===== src/sv/hdu_pkg.sv =====
package hdu_pkg;

    localparam int S_TDATA_W = 16;
    localparam int M_TDATA_W = 16;
    localparam int PERIOD_W  = 9;

    localparam logic [PERIOD_W-1:0] BIT_PERIOD_RESET = 9'd96;
    localparam logic [PERIOD_W-1:0] PERIOD_MIN       = 9'd2;

    localparam logic [3:0] START_INDEX     = 4'd0;
    localparam logic [3:0] FIRST_DATA_INDEX = 4'd1;
    localparam logic [3:0] LAST_DATA_INDEX = 4'd8;
    localparam logic [3:0] STOP_INDEX      = 4'd9;

    typedef enum logic [1:0] {
        MODE_IDLE = 2'd0,
        MODE_RX   = 2'd1,
        MODE_TX   = 2'd2
    } mode_t;

    typedef struct packed {
        mode_t               mode;
        logic [PERIOD_W-1:0] tick_count;
        logic [3:0]          bit_index;
        logic [7:0]          shift_byte;
        logic                line_out;
    } eng_state_t;

    // lowest bit last
    typedef struct packed {
        logic [7:0] send_byte;
        logic       send_request;
        logic       rx_level;
    } tick_in_t;

    typedef struct packed {
        logic       tx_done;
        logic       frame_error;
        logic [7:0] rx_byte;
        logic       rx_valid;
        logic       busy_res;
        logic       tx_line;
    } tick_res_t;

    localparam int IN_W  = $bits(tick_in_t);
    localparam int RES_W = $bits(tick_res_t);

endpackage


===== src/sv/half_duplex_uart_8n1.sv =====
// Channel | Dir | tdata bits (low to high)
// s_      | in  | rx_level, send_request, send_byte[7:0], zero pad
// m_      | out | tx_line, busy_res, rx_valid, rx_byte[7:0], frame_error, tx_done, pad
// cfg_    | in  | bit_period[8:0], written when cfg_we is high
//
// One tick per transaction; one result transaction per tick, presented in the cycle after the tick is accepted.
// Ticks are taken every cycle while the result register is empty or being drained.
// The engine state and the result register update on the same edge.
// Reset: engine idle, tx line high, bit_period 96, no result pending.
// A stalled m_ side holds s_tready low; the engine only advances on accepted ticks.
module half_duplex_uart_8n1
    import hdu_pkg::*;
(
    input  logic                 aclk,
    input  logic                 aresetn,
    input  logic                 s_tvalid,
    output logic                 s_tready,
    input  logic [S_TDATA_W-1:0] s_tdata,   // rx_level, send_request, send_byte
    output logic                 m_tvalid,
    input  logic                 m_tready,
    output logic [M_TDATA_W-1:0] m_tdata,   // tx_line, busy_res, rx_valid, rx_byte,
                                            // frame_error, tx_done
    input  logic                 cfg_we,
    input  logic [PERIOD_W-1:0]  cfg_wdata
);

    eng_state_t          state_reg;
    eng_state_t          state_next;
    logic [PERIOD_W-1:0] period_reg;
    tick_in_t            tin;
    tick_res_t           res;
    logic                room;
    logic                accept;

    assign tin      = tick_in_t'(s_tdata[IN_W-1:0]);
    assign s_tready = room;
    assign accept   = s_tvalid && room;

    hdu_step u_step (
        .cur        (state_reg),
        .tin        (tin),
        .bit_period (period_reg),
        .nxt        (state_next),
        .res        (res)
    );

    hdu_out_reg u_out (
        .aclk     (aclk),
        .aresetn  (aresetn),
        .load     (accept),
        .res      (res),
        .room     (room),
        .m_tvalid (m_tvalid),
        .m_tready (m_tready),
        .m_tdata  (m_tdata)
    );

    always_ff @(posedge aclk) begin
        if (!aresetn) begin
            state_reg.mode       <= MODE_IDLE;
            state_reg.tick_count <= '0;
            state_reg.bit_index  <= START_INDEX;
            state_reg.shift_byte <= '0;
            state_reg.line_out   <= 1'b1;
        end else if (accept) begin
            state_reg <= state_next;
        end
    end

    always_ff @(posedge aclk) begin
        if (!aresetn) begin
            period_reg <= BIT_PERIOD_RESET;
        end else if (cfg_we) begin
            period_reg <= cfg_wdata;
        end
    end

endmodule


===== src/sv/hdu_step.sv =====
module hdu_step
    import hdu_pkg::*;
(
    input  eng_state_t          cur,
    input  tick_in_t            tin,
    input  logic [PERIOD_W-1:0] bit_period,
    output eng_state_t          nxt,
    output tick_res_t           res
);

    logic [PERIOD_W-1:0] period;
    logic [PERIOD_W-1:0] tick_dec;
    logic [3:0]          idx_inc;
    logic                bit_event;

    always_comb begin
        period    = (bit_period < PERIOD_MIN) ? PERIOD_MIN : bit_period;
        tick_dec  = cur.tick_count - 9'd1;
        idx_inc   = cur.bit_index + 4'd1;
        bit_event = 1'b0;
        nxt       = cur;
        res       = '0;

        case (cur.mode)
            MODE_RX, MODE_TX: begin
                nxt.tick_count = tick_dec;
                if (tick_dec == '0) begin
                    bit_event      = 1'b1;
                    nxt.tick_count = period;
                end
            end
            default: ;
        endcase

        case (cur.mode)
            MODE_RX: begin
                if (bit_event) begin
                    if (cur.bit_index == START_INDEX) begin
                        if (!tin.rx_level) begin
                            nxt.shift_byte = '0;
                            nxt.bit_index  = FIRST_DATA_INDEX;
                        end else begin
                            nxt.mode = MODE_IDLE;
                        end
                    end else if (cur.bit_index <= LAST_DATA_INDEX) begin
                        nxt.shift_byte = {tin.rx_level, cur.shift_byte[7:1]};
                        nxt.bit_index  = idx_inc;
                    end else begin
                        if (tin.rx_level) begin
                            res.rx_valid = 1'b1;
                            res.rx_byte  = cur.shift_byte;
                        end else begin
                            res.frame_error = 1'b1;
                        end
                        nxt.bit_index = START_INDEX;
                        nxt.mode      = MODE_IDLE;
                    end
                end
            end
            MODE_TX: begin
                if (bit_event) begin
                    nxt.bit_index = idx_inc;
                    if (idx_inc inside {[FIRST_DATA_INDEX:LAST_DATA_INDEX]}) begin
                        nxt.line_out   = cur.shift_byte[0];
                        nxt.shift_byte = {1'b0, cur.shift_byte[7:1]};
                    end else if (idx_inc == STOP_INDEX) begin
                        nxt.line_out = 1'b1;
                    end else begin
                        nxt.line_out  = 1'b1;
                        res.tx_done   = 1'b1;
                        nxt.bit_index = START_INDEX;
                        nxt.mode      = MODE_IDLE;
                    end
                end
            end
            default: begin
                nxt.mode = MODE_IDLE;
                if (!tin.rx_level) begin
                    nxt.mode       = MODE_RX;
                    nxt.bit_index  = START_INDEX;
                    nxt.tick_count = {1'b0, period[PERIOD_W-1:1]};
                end else if (tin.send_request) begin
                    nxt.mode       = MODE_TX;
                    nxt.shift_byte = tin.send_byte;
                    nxt.bit_index  = START_INDEX;
                    nxt.line_out   = 1'b0;
                    nxt.tick_count = period;
                end
            end
        endcase

        res.tx_line  = nxt.line_out;
        res.busy_res = (nxt.mode != MODE_IDLE);
    end

endmodule


===== src/sv/hdu_out_reg.sv =====
module hdu_out_reg
    import hdu_pkg::*;
(
    input  logic                 aclk,
    input  logic                 aresetn,
    input  logic                 load,
    input  tick_res_t            res,
    output logic                 room,
    output logic                 m_tvalid,
    input  logic                 m_tready,
    output logic [M_TDATA_W-1:0] m_tdata
);

    logic      valid_reg;
    logic      valid_next;
    tick_res_t data_reg;

    assign room       = !valid_reg || m_tready;
    assign valid_next = load || (valid_reg && !m_tready);

    always_ff @(posedge aclk) begin
        if (!aresetn) begin
            valid_reg <= 1'b0;
        end else begin
            valid_reg <= valid_next;
        end
    end

    always_ff @(posedge aclk) begin
        if (load) begin
            data_reg <= res;
        end
    end

    assign m_tvalid = valid_reg;
    assign m_tdata  = {{(M_TDATA_W-RES_W){1'b0}}, data_reg};

endmodule


===== config.mk =====
export PLATFORM = sky130hd
export DESIGN_NAME = half_duplex_uart_8n1
export DESIGN_NICKNAME = d
export VERILOG_FILES = /design/src/sv/hdu_pkg.sv /design/src/sv/half_duplex_uart_8n1.sv /design/src/sv/hdu_step.sv /design/src/sv/hdu_out_reg.sv
export SDC_FILE = /design/constraint.sdc
export NUM_CORES = 1
export LEC_CHECK = 0
export BUFFER_PORTS_ARGS = -buffer_cell sky130_fd_sc_hd__clkbuf_2
export CORE_MARGIN = 2
export CORE_UTILIZATION = 65
export CTS_BUF_LIST = sky130_fd_sc_hd__clkbuf_8
export DETAILED_ROUTE_END_ITERATION = 6
export PLACE_DENSITY = 0.9
export SLEW_MARGIN = 20
export SYNTH_ARGS = -nofsm -noshare
export SYNTH_HDL_FRONTEND = slang
export SYNTH_HIERARCHICAL = 1
export SYNTH_SLANG_ARGS = --single-unit

===== constraint.sdc =====
create_clock -name aclk -period 3.8 [get_ports aclk]
set_input_delay 0 -clock aclk [delete_from_list [all_inputs] [get_ports aclk]]
set_output_delay 0 -clock aclk [all_outputs]
set_load 0.005 [all_outputs]

==> results by group <==
CTS
  – Worst-case clock buffer depth: 2
  – Number of gates given a new drive strength after cts: 0
  – Number of buffers inserted during clock tree synthesis: 5
  – Number of H-tree levels: 2
  – Clock transition time at the flip-flop clock pins of the worst setup and hold paths: 0.09 ns
  – CTS sink cnt: 47
  – Clock root buffer: sky130_fd_sc_hd__clkbuf_8
  – Clock latency on the worst-skew pair: 0.30 ns
  – Clock tree from TritonCTS: yes
  – Postcts setup bufs: 0

Min path
  – Hold Crit Endpoint: state_reg[8]
  – Startpoint of the tightest hold check path: s_tdata[9]
  – WHS Path Cells: 5
  – Worst min-delay path category: input pin to register

Synthesis
  – Netlist area before placement: 3630 µm²
  – Syn avg cell area: 8.26 µm²
  – Synth unique cells: 71
  – Arithmetic-cell share of the synthesized area counting full adders, half adders and majority gates: 0.0207
  – Number of warnings reported in the yosys synthesis log: 6
  – Share of the synthesized netlist area taken by xor and xnor gates: 0.0145
  – Complex-gate fraction of the synthesized area: 0.249
  – Share of the yosys chip area belonging to registers: 0.295
  – Asr flop ratio synth: 0
  – Fraction of synthesized area in multiplexers: 0.0890
  – Area share of and/or/nand/nor cells after synthesis: 0.248
  – Number of synthesized flops with an enable pin: 13
  – Most frequently used flop master after synthesis: sky130_fd_sc_hd__dfxtp_1
  – Dominant combinational cell family by area after synthesis: compound AO/OA/AOI/OAI gates
  – Synth Register Bits: 47
  – Cells after synthesis: 439

Worst setup path
  – Buffer and inverter count on the worst path: 1
  – Type of the worst setup path: register to register
  – Critical-path maximum fanout: 10
  – Launch instance of the worst register-to-register path: state_reg[13]
  – Cell family with most CP delay: simple AND/OR/NAND/NOR gates
  – Critical Path Max Stage Delay: 0.50 ns
  – Critical path arrival: 3.30 ns
  – Required time of the critical path: 4.02 ns
  – Terminus of the critical flop-to-flop path: state_reg[0]
  – Setup slack on the worst flop-to-flop path: 0.73 ns
  – Worst setup EP type: register
  – Slowest cell on the critical path: sky130_fd_sc_hd__or4_4
  – Sequence of cells on the critical path: inv_1 -> ha_1 -> xor2_1 -> or4_4 -> or2_0 -> nor3_4 -> a21oi_1 -> o31ai_1 -> nand3_1 -> o211ai_2
  – Depth of the worst register-to-register path: 10
  – Critical path startpoint category: register

Layout
  – Area growth syn-to-layout: 7.42%
  – Area of all sequential standard cells: 1070 µm²
  – Most frequent cells in the layout: sky130_fd_sc_hd__nand2_1 (48), sky130_fd_sc_hd__clkbuf_2 (38), sky130_fd_sc_hd__dfxtp_1 (34)
  – Number of fill cells: 401
  – Diodes inserted: 0
  – Total area of multi-input combinational cells: 2260 µm²
  – Max reg flops: 24
  – Post-route non-filler standard cell count: 525
  – Number of nets in the finished design: 488
  – Most common library cell in the layout ignoring fill and taps: sky130_fd_sc_hd__nand2_1
  – Share of post-route cells with drive strength above 1: 0.181
  – Core Util, Final: 0.716

STA
  – Total of endpoints with negative setup slack in the final report: 0
  – Part of the cycle the worst path needs: 0.809
  – Final TNS setup: 0 ns
  – Worst-Margin Slew: 1.07 ns
  – Maximum clock skew at final layout: 0.0107 ns
  – Fin. max-slew vios: 0
  – Remaining max-slew budget at the tightest pin: 0.288
  – Final hold violations: 0
  – RSZ-0062 raised after global routing: no
  – Fin crit period: 3.07 ns
  – Peak Freq: 325 MHz

Run
  – Max capacitance violation total: 0

GRT
  – Maximum number of pins on one net before global-route repair: 58
  – Wire length of the first global-routing pass: 15.4 mm
  – GRT Util Overall: 0.304
  – Remaining global-route overflow: 0
  – Antenna violations before repair: 0
  – Via count of the first global-routing pass: 3212

Power
  – Leakage power: 1.53 nW
  – Power density cells: 333 nW/µm²
  – Highest ir drop seen on vdd: 241 µV

Floorplanning
  – Die width: 78.7 µm
  – Total core area: 5440 µm²
  – Number of core rows: 27
  – Height of the chip: 78.7 µm
  – Initial Util: 0.667
  – Total Die Area: 6190 µm²
  – Top-Level Pins: 48

Run status
  – Run status: complete, no violations

Detailed routing
  – DRC violation count after routing: 0
  – Total wire length: 9.23 mm
  – Via count of the routed design: 3575
  – ANT nets after route: 0
  – Post-detailed-route wirelength per cell: 17.6 µm
  – Routed via count divided by cell count: 6.81
  – Detailed Route Iter0 Violations: 520
  – Count of TritonRoute iterations in the first routing pass: 6

Placed design
  – Number of port buffers: 38
  – Hpwl dp: 5.94 mm
  – Final weighted congestion in routability-driven placement: 0.949
  – DP Cell Count: 508
-- worst max-delay path by stage --
stage / startpoint / end / cells after the start
after floorplan: state_reg[13] / u_out/m_tdata[0] / 10
after global placement: state_reg[13] / state_reg[0] / 10
after detailed placement: state_reg[13] / state_reg[0] / 10
after CTS: state_reg[13] / state_reg[0] / 10
after global routing: state_reg[13] / state_reg[0] / 10
final: state_reg[13] / state_reg[0] / 10
-- where the power goes --
part           total [mW]  switching [mW]  internal [mW]
clock network       0.364           0.172          0.192
registers           0.587          0.0401          0.547
logic               0.345           0.211          0.134
-- metal layers --
metal	share of wire	GRT usage	wire, µm
met5	0	0	0
met1	0.40	0.409	3730
met4	0.026	0.104	239
met2	0.47	0.491	4350
met3	0.099	0.0568	912
-- through the flow --
stage                     total power, mW  cell area [µm²]  setup slack, ns  hold WS [ns]
after CTS                            1.28             3890            0.763         0.113
after floorplan                     0.847             3630             1.27         0.109
final                                1.30             3890            0.725         0.133
after detailed placement            0.924             3700            0.803         0.222
after global routing                 1.35             3890            0.596         0.177
after global placement              0.911             3700            0.873         0.216
-- logic make-up after synthesis --
group           after synthesis
compound gates              125
mux                          32
xor+xnor                      6
other cells                   1
flops                        47
simple gates                161
buf+inv                      61
fa+ha+maj                     6
-- cell type report --
cell class / instances / share of cell area
Inverter: 14 / 0.0135
Timing Repair Buffer: 51 / 0.0797
Multi-Input combinational cell: 333 / 0.581
Clock buffer: 5 / 0.0177
Tap cell: 72 / 0.0231
Sequential cell: 47 / 0.275
Clock inverter: 3 / 0.00964
-- synthesized netlist by cell type (all sizes together) (10+ instances only) --
master | instances | area (µm²)
clkbuf | 28 | 105
dfxtp | 34 | 681
nor2 | 17 | 73.8
nand3 | 10 | 50.1
mux2i | 30 | 300
nand4 | 26 | 163
nor2b | 11 | 68.8
and2 | 13 | 83.8
a21oi | 18 | 90.1
buf | 19 | 140
o221ai | 13 | 114
nand2 | 49 | 186
edfxtp | 13 | 390
o21ai | 44 | 288
inv | 14 | 52.6
-- worst reg2reg max path: cells and delay by family (launching register included) --
kind | cells | cell delay (ns)
AND/OR/NAND/NOR | 4 | 1.47
buffers and inverters | 1 | 0.09
AO/OA/AOI/OAI | 3 | 0.57
XOR/XNOR | 1 | 0.16
adder cells (fa/ha/maj) | 1 | 0.24
flip-flops | 1 | 0.46
-- timing repair --
action | 4_1_cts | 5_1_grt
endpoints found under the hold margin | 9 | 0
endpoints found under the setup margin | 0 | 0
hold buffers | 9 | 0
No activity file was read; power rests on OpenSTA's default activity.
